**config.mk**
```make
export PLATFORM = sky130hd
export DESIGN_NAME = numeric_string_recognizer_flat
export DESIGN_NICKNAME = d
export VERILOG_FILES = /design/src/hw/rtl/nsr_pkg.sv /design/src/hw/rtl/nsr_chan_if.sv /design/src/hw/rtl/nsr_front.sv /design/src/hw/rtl/nsr_queue.sv /design/src/hw/rtl/nsr_back.sv /design/src/hw/rtl/numeric_string_recognizer.sv /design/src/flat_wrapper.sv
export SDC_FILE = /design/constraint.sdc
export NUM_CORES = 1
export LEC_CHECK = 0
export ABC_AREA = 1
export BUFFER_PORTS_ARGS = -buffer_cell sky130_fd_sc_hd__buf_2
export CAP_MARGIN = 30
export CORE_MARGIN = 3
export CORE_UTILIZATION = 55
export DETAILED_ROUTE_END_ITERATION = 10
export PLACE_DENSITY = 0.88
export SYNTH_ARGS = -nofsm -noshare
export SYNTH_HDL_FRONTEND = slang
export SYNTH_SLANG_ARGS = --single-unit
```
**constraint.sdc**
```tcl
create_clock -name clock -period 2.4 [get_ports clock]
set_clock_uncertainty 0.1 [all_clocks]
set_input_delay 0.36 -clock clock [delete_from_list [all_inputs] [get_ports clock]]
set_output_delay 0.36 -clock clock [all_outputs]
set_load 0.01 [all_outputs]
```
**src/hw/rtl/nsr_pkg.sv**
```systemverilog
// Shared types and constants for the numeric string recognizer.
package nsr_pkg;

   localparam int CODE_W = 21;
   localparam int LEN_W  = 16;

   localparam longint unsigned MAX_LEN_DEF = 65535;

   localparam int QUEUE_DEPTH = 4;
   localparam int QPTR_W      = $clog2(QUEUE_DEPTH);

   localparam logic [CODE_W-1:0] CH_NUL   = 21'd0;
   localparam logic [CODE_W-1:0] CH_TAB   = 21'd9;
   localparam logic [CODE_W-1:0] CH_CR    = 21'd13;
   localparam logic [CODE_W-1:0] CH_SPACE = 21'd32;
   localparam logic [CODE_W-1:0] CH_PCT   = 21'd37;
   localparam logic [CODE_W-1:0] CH_PLUS  = 21'd43;
   localparam logic [CODE_W-1:0] CH_MINUS = 21'd45;
   localparam logic [CODE_W-1:0] CH_DOT   = 21'd46;
   localparam logic [CODE_W-1:0] CH_ZERO  = 21'd48;
   localparam logic [CODE_W-1:0] CH_NINE  = 21'd57;
   localparam logic [CODE_W-1:0] CH_UA    = 21'd65;
   localparam logic [CODE_W-1:0] CH_UE    = 21'd69;
   localparam logic [CODE_W-1:0] CH_UF    = 21'd70;
   localparam logic [CODE_W-1:0] CH_UP    = 21'd80;
   localparam logic [CODE_W-1:0] CH_UX    = 21'd88;
   localparam logic [CODE_W-1:0] CH_LA    = 21'd97;
   localparam logic [CODE_W-1:0] CH_LE    = 21'd101;
   localparam logic [CODE_W-1:0] CH_LF    = 21'd102;
   localparam logic [CODE_W-1:0] CH_LP    = 21'd112;
   localparam logic [CODE_W-1:0] CH_LX    = 21'd120;

   typedef struct packed {
      logic is_end;
      logic is_space;
      logic is_sign;
      logic is_digit;
      logic is_zero;
      logic is_hex;
      logic is_dot;
      logic is_x;
      logic is_e;
      logic is_p;
      logic is_pct;
   } char_class_type;

   typedef enum logic [13:0] {
      ST_LEAD   = 14'b00000000000001,
      ST_SIGN   = 14'b00000000000010,
      ST_FIRST0 = 14'b00000000000100,
      ST_DINT   = 14'b00000000001000,
      ST_DFRAC  = 14'b00000000010000,
      ST_ESIGN  = 14'b00000000100000,
      ST_EFIRST = 14'b00000001000000,
      ST_EDIG   = 14'b00000010000000,
      ST_HINT   = 14'b00000100000000,
      ST_HFRAC  = 14'b00001000000000,
      ST_HSIGN  = 14'b00010000000000,
      ST_HDEC   = 14'b00100000000000,
      ST_DONE   = 14'b01000000000000,
      ST_FAIL   = 14'b10000000000000
   } scan_state_type;

   typedef struct packed {
      scan_state_type state;
      logic           result_load;
      logic           count_zero;
   } back_status_type;

endpackage

```
**src/hw/rtl/nsr_chan_if.sv**
```systemverilog
// Valid/ready channel interfaces for character beats and result beats.
interface nsr_req_if;
   logic                        valid;
   logic                        ready;
   logic [nsr_pkg::CODE_W-1:0]  char_code;

   modport source (output valid, output char_code, input ready);
   modport sink   (input valid, input char_code, output ready);
endinterface

interface nsr_rsp_if;
   logic                        valid;
   logic                        ready;
   logic                        number_found;
   logic                        whole_numeric;
   logic [nsr_pkg::LEN_W-1:0]   numeric_length;
   logic                        ends_in_percent;

   modport source (output valid, output number_found, output whole_numeric,
                   output numeric_length, output ends_in_percent, input ready);
   modport sink   (input valid, input number_found, input whole_numeric,
                   input numeric_length, input ends_in_percent, output ready);
endinterface

```
**src/hw/rtl/nsr_front.sv**
```systemverilog
// Front end: accepts character beats and registers their character class.
module nsr_front (
   input  logic                    clock,
   input  logic                    reset,
   nsr_req_if.sink                 req_chan,
   output logic                    cls_valid,
   input  logic                    cls_ready,
   output nsr_pkg::char_class_type cls_data
);

   logic                    valid_ff;
   logic                    valid_in;
   nsr_pkg::char_class_type cls_ff;
   nsr_pkg::char_class_type cls_in;
   logic                    accept;
   logic [nsr_pkg::CODE_W-1:0] c;

   assign req_chan.ready = !valid_ff || cls_ready;
   assign accept         = req_chan.valid && req_chan.ready;
   assign c              = req_chan.char_code;

   always_comb begin
      cls_in.is_end   = (c == nsr_pkg::CH_NUL);
      cls_in.is_space = (c == nsr_pkg::CH_SPACE) ||
                        (c >= nsr_pkg::CH_TAB && c <= nsr_pkg::CH_CR);
      cls_in.is_sign  = (c == nsr_pkg::CH_PLUS) || (c == nsr_pkg::CH_MINUS);
      cls_in.is_digit = (c >= nsr_pkg::CH_ZERO) && (c <= nsr_pkg::CH_NINE);
      cls_in.is_zero  = (c == nsr_pkg::CH_ZERO);
      cls_in.is_hex   = cls_in.is_digit ||
                        (c >= nsr_pkg::CH_UA && c <= nsr_pkg::CH_UF) ||
                        (c >= nsr_pkg::CH_LA && c <= nsr_pkg::CH_LF);
      cls_in.is_dot   = (c == nsr_pkg::CH_DOT);
      cls_in.is_x     = (c == nsr_pkg::CH_UX) || (c == nsr_pkg::CH_LX);
      cls_in.is_e     = (c == nsr_pkg::CH_UE) || (c == nsr_pkg::CH_LE);
      cls_in.is_p     = (c == nsr_pkg::CH_UP) || (c == nsr_pkg::CH_LP);
      cls_in.is_pct   = (c == nsr_pkg::CH_PCT);
   end

   assign valid_in = accept || (valid_ff && !cls_ready);

   always_ff @(posedge clock) begin
      if (reset) begin
         valid_ff <= 1'b0;
      end else begin
         valid_ff <= valid_in;
      end
      if (accept) begin
         cls_ff <= cls_in;
      end
   end

   assign cls_valid = valid_ff;
   assign cls_data  = cls_ff;

endmodule

```
**src/hw/rtl/nsr_queue.sv**
```systemverilog
// Small FIFO of classified characters between front and back.
module nsr_queue (
   input  logic                    clock,
   input  logic                    reset,
   input  logic                    push_valid,
   output logic                    push_ready,
   input  nsr_pkg::char_class_type push_data,
   output logic                    pop_valid,
   input  logic                    pop_ready,
   output nsr_pkg::char_class_type pop_data,
   output logic [nsr_pkg::QPTR_W:0] level
);

   localparam int PW = nsr_pkg::QPTR_W;

   nsr_pkg::char_class_type mem_ff [nsr_pkg::QUEUE_DEPTH];
   logic [PW-1:0] wr_ptr_ff, wr_ptr_in;
   logic [PW-1:0] rd_ptr_ff, rd_ptr_in;
   logic [PW:0]   level_ff, level_in;
   logic          push;
   logic          pop;

   assign push_ready = (level_ff != (PW+1)'(nsr_pkg::QUEUE_DEPTH));
   assign pop_valid  = (level_ff != '0);
   assign push       = push_valid && push_ready;
   assign pop        = pop_valid && pop_ready;

   assign wr_ptr_in = push ? wr_ptr_ff + 1'b1 : wr_ptr_ff;
   assign rd_ptr_in = pop  ? rd_ptr_ff + 1'b1 : rd_ptr_ff;

   always_comb begin
      level_in = level_ff;
      if (push && !pop) begin
         level_in = level_ff + 1'b1;
      end else if (pop && !push) begin
         level_in = level_ff - 1'b1;
      end
   end

   always_ff @(posedge clock) begin
      if (reset) begin
         wr_ptr_ff <= '0;
         rd_ptr_ff <= '0;
         level_ff  <= '0;
      end else begin
         wr_ptr_ff <= wr_ptr_in;
         rd_ptr_ff <= rd_ptr_in;
         level_ff  <= level_in;
      end
      if (push) begin
         mem_ff[wr_ptr_ff] <= push_data;
      end
   end

   assign pop_data = mem_ff[rd_ptr_ff];
   assign level    = level_ff;

endmodule

```
**src/hw/rtl/nsr_back.sv**
```systemverilog
// Back end: scanner state machine, counters and the result register.
module nsr_back #(
   parameter longint unsigned MAX_LEN = nsr_pkg::MAX_LEN_DEF
) (
   input  logic                     clock,
   input  logic                     reset,
   input  logic                     pop_valid,
   output logic                     pop_ready,
   input  nsr_pkg::char_class_type  pop_data,
   nsr_rsp_if.source                rsp_chan,
   output nsr_pkg::back_status_type status
);

   localparam int CNT_W = $clog2(MAX_LEN + 1);
   localparam int LW    = nsr_pkg::LEN_W;

   typedef struct packed {
      nsr_pkg::scan_state_type state;
      logic                    take;
      logic                    pct;
   } step_type;

   nsr_pkg::scan_state_type state_ff, state_in;
   logic [CNT_W-1:0]        count_ff, count_in;
   logic [CNT_W-1:0]        count_inc;
   logic [CNT_W-1:0]        number_end_ff, number_end_in;
   logic                    pct_ff, pct_in;
   logic                    junk_ff, junk_in;
   logic                    rsp_valid_ff, rsp_valid_in;
   logic                    found_ff, found_in;
   logic                    whole_ff, whole_in;
   logic [LW-1:0]           length_ff, length_in;
   logic                    rsp_pct_ff, rsp_pct_in;
   step_type                step;
   logic                    go;
   logic                    done_end;
   logic                    junk_set;

   function automatic step_type mk(nsr_pkg::scan_state_type s, logic t, logic p);
      step_type r;
      r.state = s;
      r.take  = t;
      r.pct   = p;
      return r;
   endfunction

   // Epsilon tails of the scanner: phases entered and left within one beat.
   function automatic step_type f_sign(nsr_pkg::char_class_type k);
      if (k.is_digit) return mk(k.is_zero ? nsr_pkg::ST_FIRST0 : nsr_pkg::ST_DINT, 1'b1, 1'b0);
      return mk(nsr_pkg::ST_FAIL, 1'b0, 1'b0);
   endfunction

   function automatic step_type f_pct(nsr_pkg::char_class_type k);
      if (k.is_pct) return mk(nsr_pkg::ST_DONE, 1'b1, 1'b1);
      return mk(nsr_pkg::ST_DONE, 1'b0, 1'b0);
   endfunction

   function automatic step_type f_dexp(nsr_pkg::char_class_type k);
      if (k.is_e) return mk(nsr_pkg::ST_ESIGN, 1'b1, 1'b0);
      return f_pct(k);
   endfunction

   function automatic step_type f_dint(nsr_pkg::char_class_type k);
      if (k.is_digit) return mk(nsr_pkg::ST_DINT, 1'b1, 1'b0);
      if (k.is_dot) return mk(nsr_pkg::ST_DFRAC, 1'b1, 1'b0);
      return f_dexp(k);
   endfunction

   function automatic step_type f_efirst(nsr_pkg::char_class_type k);
      if (k.is_digit) return mk(nsr_pkg::ST_EDIG, 1'b1, 1'b0);
      return mk(nsr_pkg::ST_FAIL, 1'b0, 1'b0);
   endfunction

   function automatic step_type f_hdec(nsr_pkg::char_class_type k);
      if (k.is_digit) return mk(nsr_pkg::ST_HDEC, 1'b1, 1'b0);
      return mk(nsr_pkg::ST_DONE, 1'b0, 1'b0);
   endfunction

   function automatic step_type f_hsign(nsr_pkg::char_class_type k);
      if (k.is_sign) return mk(nsr_pkg::ST_HDEC, 1'b1, 1'b0);
      return f_hdec(k);
   endfunction

   function automatic step_type f_hpexp(nsr_pkg::char_class_type k);
      if (k.is_p) return mk(nsr_pkg::ST_HSIGN, 1'b1, 1'b0);
      return f_hsign(k);
   endfunction

   always_comb begin
      case (state_ff)
         nsr_pkg::ST_LEAD: begin
            if (pop_data.is_space)     step = mk(nsr_pkg::ST_LEAD, 1'b1, 1'b0);
            else if (pop_data.is_sign) step = mk(nsr_pkg::ST_SIGN, 1'b1, 1'b0);
            else                       step = f_sign(pop_data);
         end
         nsr_pkg::ST_SIGN:   step = f_sign(pop_data);
         nsr_pkg::ST_FIRST0: begin
            if (pop_data.is_x) step = mk(nsr_pkg::ST_HINT, 1'b1, 1'b0);
            else               step = f_dint(pop_data);
         end
         nsr_pkg::ST_DINT:   step = f_dint(pop_data);
         nsr_pkg::ST_DFRAC: begin
            if (pop_data.is_digit) step = mk(nsr_pkg::ST_DFRAC, 1'b1, 1'b0);
            else                   step = f_dexp(pop_data);
         end
         nsr_pkg::ST_ESIGN: begin
            if (pop_data.is_sign) step = mk(nsr_pkg::ST_EFIRST, 1'b1, 1'b0);
            else                  step = f_efirst(pop_data);
         end
         nsr_pkg::ST_EFIRST: step = f_efirst(pop_data);
         nsr_pkg::ST_EDIG: begin
            if (pop_data.is_digit) step = mk(nsr_pkg::ST_EDIG, 1'b1, 1'b0);
            else                   step = f_pct(pop_data);
         end
         nsr_pkg::ST_HINT: begin
            if (pop_data.is_hex)      step = mk(nsr_pkg::ST_HINT, 1'b1, 1'b0);
            else if (pop_data.is_dot) step = mk(nsr_pkg::ST_HFRAC, 1'b1, 1'b0);
            else                      step = f_hpexp(pop_data);
         end
         nsr_pkg::ST_HFRAC: begin
            if (pop_data.is_hex) step = mk(nsr_pkg::ST_HFRAC, 1'b1, 1'b0);
            else                 step = f_hpexp(pop_data);
         end
         nsr_pkg::ST_HSIGN:  step = f_hsign(pop_data);
         nsr_pkg::ST_HDEC:   step = f_hdec(pop_data);
         nsr_pkg::ST_DONE:   step = mk(nsr_pkg::ST_DONE, 1'b0, 1'b0);
         default:            step = mk(nsr_pkg::ST_FAIL, 1'b0, 1'b0);
      endcase
   end

   // A NUL beat waits while an earlier result is still pending.
   assign pop_ready = !pop_data.is_end || !rsp_valid_ff || rsp_chan.ready;
   assign go        = pop_valid && pop_ready;
   assign done_end  = go && pop_data.is_end;

   assign count_inc = (count_ff == CNT_W'(MAX_LEN)) ? count_ff : count_ff + 1'b1;
   assign junk_set  = (step.state == nsr_pkg::ST_DONE) && !step.take &&
                      !pop_data.is_end && !pop_data.is_space;

   always_comb begin
      state_in      = state_ff;
      count_in      = count_ff;
      number_end_in = number_end_ff;
      pct_in        = pct_ff;
      junk_in       = junk_ff;
      if (done_end) begin
         state_in      = nsr_pkg::ST_LEAD;
         count_in      = '0;
         number_end_in = '0;
         pct_in        = 1'b0;
         junk_in       = 1'b0;
      end else if (go) begin
         state_in      = step.state;
         count_in      = count_inc;
         number_end_in = step.take ? count_inc : number_end_ff;
         pct_in        = pct_ff | step.pct;
         junk_in       = junk_ff | junk_set;
      end
   end

   assign found_in     = (step.state == nsr_pkg::ST_DONE);
   assign whole_in     = found_in && !junk_ff;
   assign length_in    = found_in ? LW'(number_end_ff) : '0;
   assign rsp_pct_in   = found_in && pct_ff;
   assign rsp_valid_in = done_end || (rsp_valid_ff && !rsp_chan.ready);

   always_ff @(posedge clock) begin
      if (reset) begin
         state_ff      <= nsr_pkg::ST_LEAD;
         count_ff      <= '0;
         number_end_ff <= '0;
         pct_ff        <= 1'b0;
         junk_ff       <= 1'b0;
         rsp_valid_ff  <= 1'b0;
      end else begin
         state_ff      <= state_in;
         count_ff      <= count_in;
         number_end_ff <= number_end_in;
         pct_ff        <= pct_in;
         junk_ff       <= junk_in;
         rsp_valid_ff  <= rsp_valid_in;
      end
      if (done_end) begin
         found_ff   <= found_in;
         whole_ff   <= whole_in;
         length_ff  <= length_in;
         rsp_pct_ff <= rsp_pct_in;
      end
   end

   assign rsp_chan.valid           = rsp_valid_ff;
   assign rsp_chan.number_found    = found_ff;
   assign rsp_chan.whole_numeric   = whole_ff;
   assign rsp_chan.numeric_length  = length_ff;
   assign rsp_chan.ends_in_percent = rsp_pct_ff;

   assign status.state       = state_ff;
   assign status.result_load = done_end;
   assign status.count_zero  = (count_ff == '0) && (number_end_ff == '0);

endmodule

```
**src/hw/rtl/numeric_string_recognizer.sv**
```systemverilog
// Numeric string recognizer top level: front, queue, back and checks.
// Takes one character beat per clock on req_chan while the queue has room; a NUL (code 0)
// closes the string and presents one result beat on rsp_chan by way of the front class
// register, the queue and the back result register. Throughput is set by the back-end
// scanner, which resolves one character per cycle including the phases it passes through
// within a beat, but holds a NUL while an earlier result is still pending on rsp_chan.
// Lengths count from the string start, leading whitespace included, and stop at MAX_LEN;
// numeric_length carries the low 16 bits. A four-beat queue lets the front keep taking
// characters while a result waits on rsp_chan.
module numeric_string_recognizer #(
   parameter longint unsigned MAX_LEN = nsr_pkg::MAX_LEN_DEF
) (
   input  logic      clock,
   input  logic      reset,
   nsr_req_if.sink   req_chan,
   nsr_rsp_if.source rsp_chan
);

   logic                     cls_valid;
   logic                     cls_ready;
   nsr_pkg::char_class_type  cls_data;
   logic                     pop_valid;
   logic                     pop_ready;
   nsr_pkg::char_class_type  pop_data;
   logic [nsr_pkg::QPTR_W:0] q_level;
   nsr_pkg::back_status_type back_status;

   nsr_front u_front (
      .clock     (clock),
      .reset     (reset),
      .req_chan  (req_chan),
      .cls_valid (cls_valid),
      .cls_ready (cls_ready),
      .cls_data  (cls_data)
   );

   nsr_queue u_queue (
      .clock      (clock),
      .reset      (reset),
      .push_valid (cls_valid),
      .push_ready (cls_ready),
      .push_data  (cls_data),
      .pop_valid  (pop_valid),
      .pop_ready  (pop_ready),
      .pop_data   (pop_data),
      .level      (q_level)
   );

   nsr_back #(
      .MAX_LEN (MAX_LEN)
   ) u_back (
      .clock     (clock),
      .reset     (reset),
      .pop_valid (pop_valid),
      .pop_ready (pop_ready),
      .pop_data  (pop_data),
      .rsp_chan  (rsp_chan),
      .status    (back_status)
   );

   // No number means every other result field is clear.
   a_no_number_clear: assert property (@(posedge clock) disable iff (reset)
      rsp_chan.valid && !rsp_chan.number_found |->
         !rsp_chan.whole_numeric && (rsp_chan.numeric_length == '0) &&
         !rsp_chan.ends_in_percent)
      else $error("result fields set without a number");

   a_queue_bound: assert property (@(posedge clock) disable iff (reset)
      q_level <= (nsr_pkg::QPTR_W+1)'(nsr_pkg::QUEUE_DEPTH))
      else $error("queue level beyond depth");

   // After a NUL the scanner starts the next string from scratch.
   a_restart: assert property (@(posedge clock) disable iff (reset)
      back_status.result_load |=>
         (back_status.state == nsr_pkg::ST_LEAD) && back_status.count_zero)
      else $error("scanner not restarted after end of string");

endmodule
```
**src/flat_wrapper.sv**
```systemverilog
// flat-port wrapper written by rule: the top's interface ports become plain ports
module numeric_string_recognizer_flat 
#(
   parameter longint unsigned MAX_LEN = nsr_pkg::MAX_LEN_DEF
)
  (clock, reset, req_chan_valid, req_chan_char_code, req_chan_ready, rsp_chan_valid, rsp_chan_number_found, rsp_chan_whole_numeric, rsp_chan_numeric_length, rsp_chan_ends_in_percent, rsp_chan_ready);
  nsr_req_if req_chan_i ();
  nsr_rsp_if rsp_chan_i ();
  input  logic clock;
  input  logic reset;
  input wire logic [$bits(req_chan_i.valid)-1:0] req_chan_valid;
  input wire logic [$bits(req_chan_i.char_code)-1:0] req_chan_char_code;
  output wire logic [$bits(req_chan_i.ready)-1:0] req_chan_ready;
  output wire logic [$bits(rsp_chan_i.valid)-1:0] rsp_chan_valid;
  output wire logic [$bits(rsp_chan_i.number_found)-1:0] rsp_chan_number_found;
  output wire logic [$bits(rsp_chan_i.whole_numeric)-1:0] rsp_chan_whole_numeric;
  output wire logic [$bits(rsp_chan_i.numeric_length)-1:0] rsp_chan_numeric_length;
  output wire logic [$bits(rsp_chan_i.ends_in_percent)-1:0] rsp_chan_ends_in_percent;
  input wire logic [$bits(rsp_chan_i.ready)-1:0] rsp_chan_ready;
  assign req_chan_i.valid = req_chan_valid;
  assign req_chan_i.char_code = req_chan_char_code;
  assign req_chan_ready = req_chan_i.ready;
  assign rsp_chan_valid = rsp_chan_i.valid;
  assign rsp_chan_number_found = rsp_chan_i.number_found;
  assign rsp_chan_whole_numeric = rsp_chan_i.whole_numeric;
  assign rsp_chan_numeric_length = rsp_chan_i.numeric_length;
  assign rsp_chan_ends_in_percent = rsp_chan_i.ends_in_percent;
  assign rsp_chan_i.ready = rsp_chan_ready;
  numeric_string_recognizer #(.MAX_LEN(MAX_LEN)) u_core (.clock(clock), .reset(reset), .req_chan(req_chan_i), .rsp_chan(rsp_chan_i));
endmodule
```
Word level (Yosys, flattened, before mapping)
Memories as Yosys holds them, arrays and structs flattened. A register that Yosys moved wholly into a read port is not among the register bits.
Index checks and enable logic that the tools add are counted.
{ "totals": {"regBits": 87, "ramBits": 44, "in_bits": 25, "output_inout_bits": 21, "elab_cells": 232, "n_memories": 1} }
{ "op_classes": {"add_sub_neg": 5, "magnitude_cmp": 8, "n_eq_ne": 28, "mux": 119, "bitwise": 2, "reduce_logical": 44} }
{ "mem_list": {"columns": ["name", "words", "word_bits", "read_ports", "rd_clocked_by_memory_dff", "wr", "line", "text"], "rows": [
  ["u_core.u_queue.mem_ff", 4, 11, 1, 1, 1, "nsr_queue.sv:16", "nsr_pkg::char_class_type mem_ff [nsr_pkg::QUEUE_DEPTH];"]
]} }
{ "ops": {"columns": ["op", "count"], "rows": [
  ["$mux 16", 43],
  ["$pmux 16 s13", 1],
  ["$eq 21x6->1 const B", 6],
  ["$eq 21x7->1 const B", 6],
  ["$mux 1", 70],
  ["$ge 21x7->1 const B", 2],
  ["$le 21x7->1 const B", 2],
  ["$eq 14x13->1 const B", 2],
  ["$ge 21x4->1 const B", 1],
  ["$ge 21x6->1 const B", 1],
  ["$le 21x4->1 const B", 1],
  ["$le 21x6->1 const B", 1],
  ["$logic_not 21->1", 1],
  ["$logic_and 1x1->1", 17],
  ["$add 16x1->16 const B", 1],
  ["$eq 16x16->1 const B", 1],
  ["$eq 14x1->1 const B", 1],
  ["$eq 14x10->1 const B", 1],
  ["$eq 14x11->1 const B", 1],
  ["$eq 14x12->1 const B", 1],
  ["$eq 14x2->1 const B", 1],
  ["$eq 14x3->1 const B", 1],
  ["$eq 14x4->1 const B", 1],
  ["$eq 14x5->1 const B", 1],
  ["other kinds (18)", 42]
]} }

Longest topological paths before layout
{ "logic_depth": {"word_depth": 26, "depth_mapped": 17, "mapped_depth_nobuf": 15} }

By module
Synthesis repeated with hierarchy kept, for this count alone.
{ "hier_totals": {"cells_unflattened": 863, "hier_area_um2": 7000.5} }
{ "modules_own_cells": {"columns": ["mod", "n_inst", "cells_each", "area_per_inst_um2", "seq_area_each_um2"], "rows": [
  ["nsr_back", 1, 562, 3960.0, 1551.5],
  ["nsr_queue", 1, 175, 2145.8, 1501.4],
  ["nsr_front", 1, 126, 894.6, 350.3]
]} }

Worst setup path before layout
OpenSTA, ideal clock, no wires.
{ "synth_timing": {"path_type": "flip-flop to flip-flop", "start": "register (tool-made name)", "end": "register u_core.u_queue.level_ff[2], in the netlist u_core.u_queue.level[2]", "setup_ps": 58, "t_arrival_ps": 2441, "required_ps": 2242, "path_slack_ps": -198, "stages_incl_launch_ff": 17, "n_path_buf": 3, "synth_period_minus_slack_ps": 2598, "path_cell_list": "dfxtp_1 > buf_2 > nand2_1 > nand3_1 > nand2_1 > nand2_1 > nand2_2 > inv_2 > buf_2 > buf_2 > ha_1 > inv_1 > fa_1 > a21oi_1 > o21ai_0 > a21oi_1 > o21a_1"} }
{ "synth_rtl": {"columns": ["item", "line", "text"], "rows": [
  ["end signal, assigned", "nsr_queue.sv:48", "level_ff <= level_in;"],
  ["end, declared", "nsr_queue.sv:19", "logic [PW:0] level_ff, level_in;"]
]} }

==> impl_metrics.csv <==
group,metric,value,unit
worst_hold_path,hold_end,"u_core.u_front.cls_valid",
sta,worst_margin_pin_slew,0.488,ns
worst_setup_path,regToRegSetupSlack,0.14,ns
route,postRouteAntennaNets,0,
clock_tree,clkLatencyLatePin,0.41,ns
route,routed-via-count,5498,
worst_setup_path,regToRegEndpoint,"u_core.u_back.number_end_ff[0]",
route,routed_wire_length_per_instance,14.0,um
floorplan,die-height,115,um
placement,place_inst,963,
clock_tree,tritoncts_clock_tree,"built",
clock_tree,cts.root.buffer_cell,"sky130_fd_sc_hd__clkbuf_16",
grt,grt_pass1_vias,5029,
worst_setup_path,ff2ff_path_depth,12,
worst_setup_path,cp_max_fo,25,
floorplan,width_of_the_chip,115,um
sta,timing.final.max_slew_violations,0,
sta,min_period_over_period,94.1,%
final_layout,drive_above_1_share,15.0,%
synthesis,synth_top_area_share,34.3,%
grt,grt_max_degree,42,
sta,final_worst_setup_slack,0.142,ns
job,max_cap_violations,0,
final_layout,final_cell_count_no_fill,996,
clock_tree,cts_buffer_depth,2,
grt,grt_overflow,0,
route,dr.first_iter.drc_count,456,
floorplan,placeableCoreArea,11500,um2
route,drt_first_pass_iters,5,
route,avgViaCountPerCell,5.52,
worst_hold_path,min-delay-path-class,"input pin to flip-flop",
synthesis,part_of_the_yosys_area_used_for_sequential_elements,52.5,%
final_layout,fillCellCount,858,
pwr,leakagePower,0.00332,uW
worst_setup_path,path_class,"flip-flop to flip-flop",
sta,timing.fmax,443,MHz
synthesis,yosys.cell_count.top_type,"sky130_fd_sc_hd__nand2_1",
final_layout,finish.utilization,65.8,%
synthesis,number_of_synthesized_register_bits,133,
floorplan,initial_core_util,56.5,%
floorplan,core.rowCount,39,
synthesis,yosys_most_used_dff,"sky130_fd_sc_hd__edfxtp_1",
clock_tree,ctsHoldBuffers,0,
synthesis,synth_top_cells_by_count,"189 x sky130_fd_sc_hd__nand2_1, 99 x sky130_fd_sc_hd__inv_1, 74 x sky130_fd_sc_hd__edfxtp_1",
synthesis,synth-warning-count,0,
clock_tree,tritoncts.num_buffers,17,
synthesis,synth_top_cell_by_area,"sky130_fd_sc_hd__edfxtp_1",
grt,grt_first_pass_wirelength,23000,um
pwr,power-per-cell-area,1290,nW/um2
sta,final_hold_viol_count,0,
synthesis,number_of_nets_produced_by_synthesis,808,
clock_tree,tritoncts_num_sinks,133,
floorplan,design.portCount,46,
clock_tree,clkSlewWorstSetupHoldPaths,0.06,ns
sta,finalSetupViolCount,0,
worst_setup_path,crit_required,2.62,ns
final_layout,insertedDiodeCount,0,
placement,place_congestion,1.01,
placement,detailedPlace.worstSlack,0.0454,ns
final_layout,final_net_count,872,
route,drc_errors,0,
route,drt_total_wl,14000,um
synthesis,post_synth_main_area_contributors,"sky130_fd_sc_hd__edfxtp_1 34%, sky130_fd_sc_hd__dfxtp_1 18%, sky130_fd_sc_hd__nand2_1 11%",
synthesis,post_synth_instance_area,6480,um2
placement,port-buffer-count,45,
worst_hold_path,start_point_of_the_worst_hold_path,"req_chan_valid",
sta,timing.max_slew.rel_slack,67.2,%
worst_setup_path,cp_data_arrival_time,2.47,ns
outcome,run_status,"complete, no violations",
worst_setup_path,setup.worst_path.start_class,"flip-flop",
worst_setup_path,critPathCaptureType,"flip-flop",
floorplan,die_area,13100,um2
synthesis,synthArstFlopShare,0,%
sta,period_minus_slack,2.26,ns
grt,global_route.usage.total,21.9,%
synthesis,synthCells,776,
pwr,peakVddDrop,827,uV
synthesis,post_synth.cell_area_avg,8.35,um2
worst_hold_path,hold_path_depth,3,
synthesis,yosys.cell_types.count,45,
placement,dp_hpwl,9740,um
final_layout,area.growth.synth_to_final,16.4,%
synthesis,number_of_enable_type_register_cells_in_the_synthesized_netlist,74,
clock_tree,htreeDepth,4,
grt,antenna_found_initial,0,
[layout by cell type, fill, tap and decap left out, types with 5 or more instances in the layout]
cell and n:
sky130_fd_sc_hd__o21ai_0 27, sky130_fd_sc_hd__dfxtp_1 59, sky130_fd_sc_hd__nor4_1 8, sky130_fd_sc_hd__xor2_1 8
sky130_fd_sc_hd__nand3_1 65, sky130_fd_sc_hd__a211oi_1 7, sky130_fd_sc_hd__inv_1 98, sky130_fd_sc_hd__o31ai_1 7
sky130_fd_sc_hd__o211ai_1 5, sky130_fd_sc_hd__nand2_1 187, sky130_fd_sc_hd__nor3_1 17, sky130_fd_sc_hd__nand2_2 5
sky130_fd_sc_hd__edfxtp_1 74, sky130_fd_sc_hd__nor2_1 70, sky130_fd_sc_hd__buf_4 19, sky130_fd_sc_hd__ha_1 6
sky130_fd_sc_hd__and2_1 5, sky130_fd_sc_hd__clkbuf_16 17, sky130_fd_sc_hd__a21oi_1 42, sky130_fd_sc_hd__buf_2 45
sky130_fd_sc_hd__inv_6 5, sky130_fd_sc_hd__nor2_2 5, sky130_fd_sc_hd__nand4_1 14
[cell families after synthesis]
| family | share of synthesized area, % |
|---|---|
| XOR/XNOR | 1.08 |
| AND/OR/NAND/NOR | 27.4 |
| AO/OA/AOI/OAI | 9.58 |
| flip-flops | 52.5 |
| buffers and inverters | 7.94 |
| adder cells (fa/ha/maj) | 1.47 |
[routing by layer]
layer	GRT usage [%]	vias to the layer above	wire length (um)
li1	-	2729	-
met2	37.1	225	6770
met4	7.92	0	255
met3	5.29	24	999
met1	27.3	2520	5960
met5	0	-	0
[power breakdown]
part | leakage, uW | internal, uW | switching, uW
combinational | 0.00187 | 1260 | 2770
sequential | 0.00118 | 2980 | 274
clock | 0.000266 | 1370 | 1080
[critical path: stages (launching register included)]
cell and delay (ns):
sky130_fd_sc_hd__dfxtp_1 0.43, sky130_fd_sc_hd__inv_2 0.10, sky130_fd_sc_hd__nand2_1 0.07, sky130_fd_sc_hd__nand3_1 0.06, sky130_fd_sc_hd__nand2_1 0.10, sky130_fd_sc_hd__nand2_1 0.12, sky130_fd_sc_hd__nand2_2 0.12, sky130_fd_sc_hd__buf_4 0.29
sky130_fd_sc_hd__o21ai_0 0.16, sky130_fd_sc_hd__o21ai_0 0.40, sky130_fd_sc_hd__nand2_1 0.11, sky130_fd_sc_hd__nand2_1 0.07, sky130_fd_sc_hd__inv_1 0.03
[final cells by class]
| type | count | area, um2 | share of cell area [%] |
|---|---|---|---|
| clock inverter | 15 | 141 | 1.87 |
| clock buffer | 17 | 425 | 5.64 |
| sequential | 133 | 3400 | 45.1 |
| tap | 143 | 179 | 2.37 |
| timing repair buffer | 66 | 408 | 5.41 |
| inverter | 105 | 397 | 5.26 |
| multi-input combinational | 517 | 2590 | 34.3 |
[flip-flops by register name, indices dropped and copies added, names as in the netlist, named ones only]
signal,cells
u_core.u_back.number_end_ff,16
u_core.u_queue.rd_ptr_ff,2
u_core.u_back.pct_ff,1
u_core.u_back.rsp_chan.whole_numeric,1
u_core.u_back.rsp_chan.number_found,1
u_core.u_queue.mem_ff,44
u_core.u_back.rsp_chan.numeric_length,16
u_core.u_back.count_ff,16
u_core.u_front.cls_valid,1
u_core.u_queue.level,3
u_core.u_queue.wr_ptr_ff,2
u_core.u_back.rsp_chan.ends_in_percent,1
u_core.u_back.rsp_chan.valid,1
u_core.u_back.state_ff,14
u_core.u_back.junk_ff,1
u_core.u_front.cls_data,11
[stage by stage]
step                cell area (um2)  power (uW)  setup TNS [ns]  hold slack [ns]
floorplan                      6510        6310         -0.0466            0.329
global placement               6940        7090               0            0.346
detailed placement             6940        7210               0            0.347
CTS                            7510        9690               0           0.0805
global route                   7540       10400        -0.00461           0.0891
finish                         7540        9720               0           0.0921
[worst max-delay path by stage]
stage                         startpoint                         endpoint  slack [ns]
2_1_floorplan                  flip-flop          u_core.u_queue.level[2]       -0.05
3_3_place_gp   u_core.u_back.count_ff[0]   u_core.u_back.number_end_ff[1]        0.13
3_5_place_dp   u_core.u_back.count_ff[0]   u_core.u_back.number_end_ff[1]        0.05
4_1_cts        u_core.u_back.count_ff[0]   u_core.u_back.number_end_ff[1]        0.04
5_1_grt        u_core.u_back.count_ff[0]  u_core.u_back.number_end_ff[11]      -0.005
6_report                       flip-flop   u_core.u_back.number_end_ff[0]        0.14
[what timing repair did]
action,in CTS,in global routing
setup buffers,0,1
setup endpoints to repair,0,24
resized for setup,0,8
No activity file was read; power rests on OpenSTA's default activity.
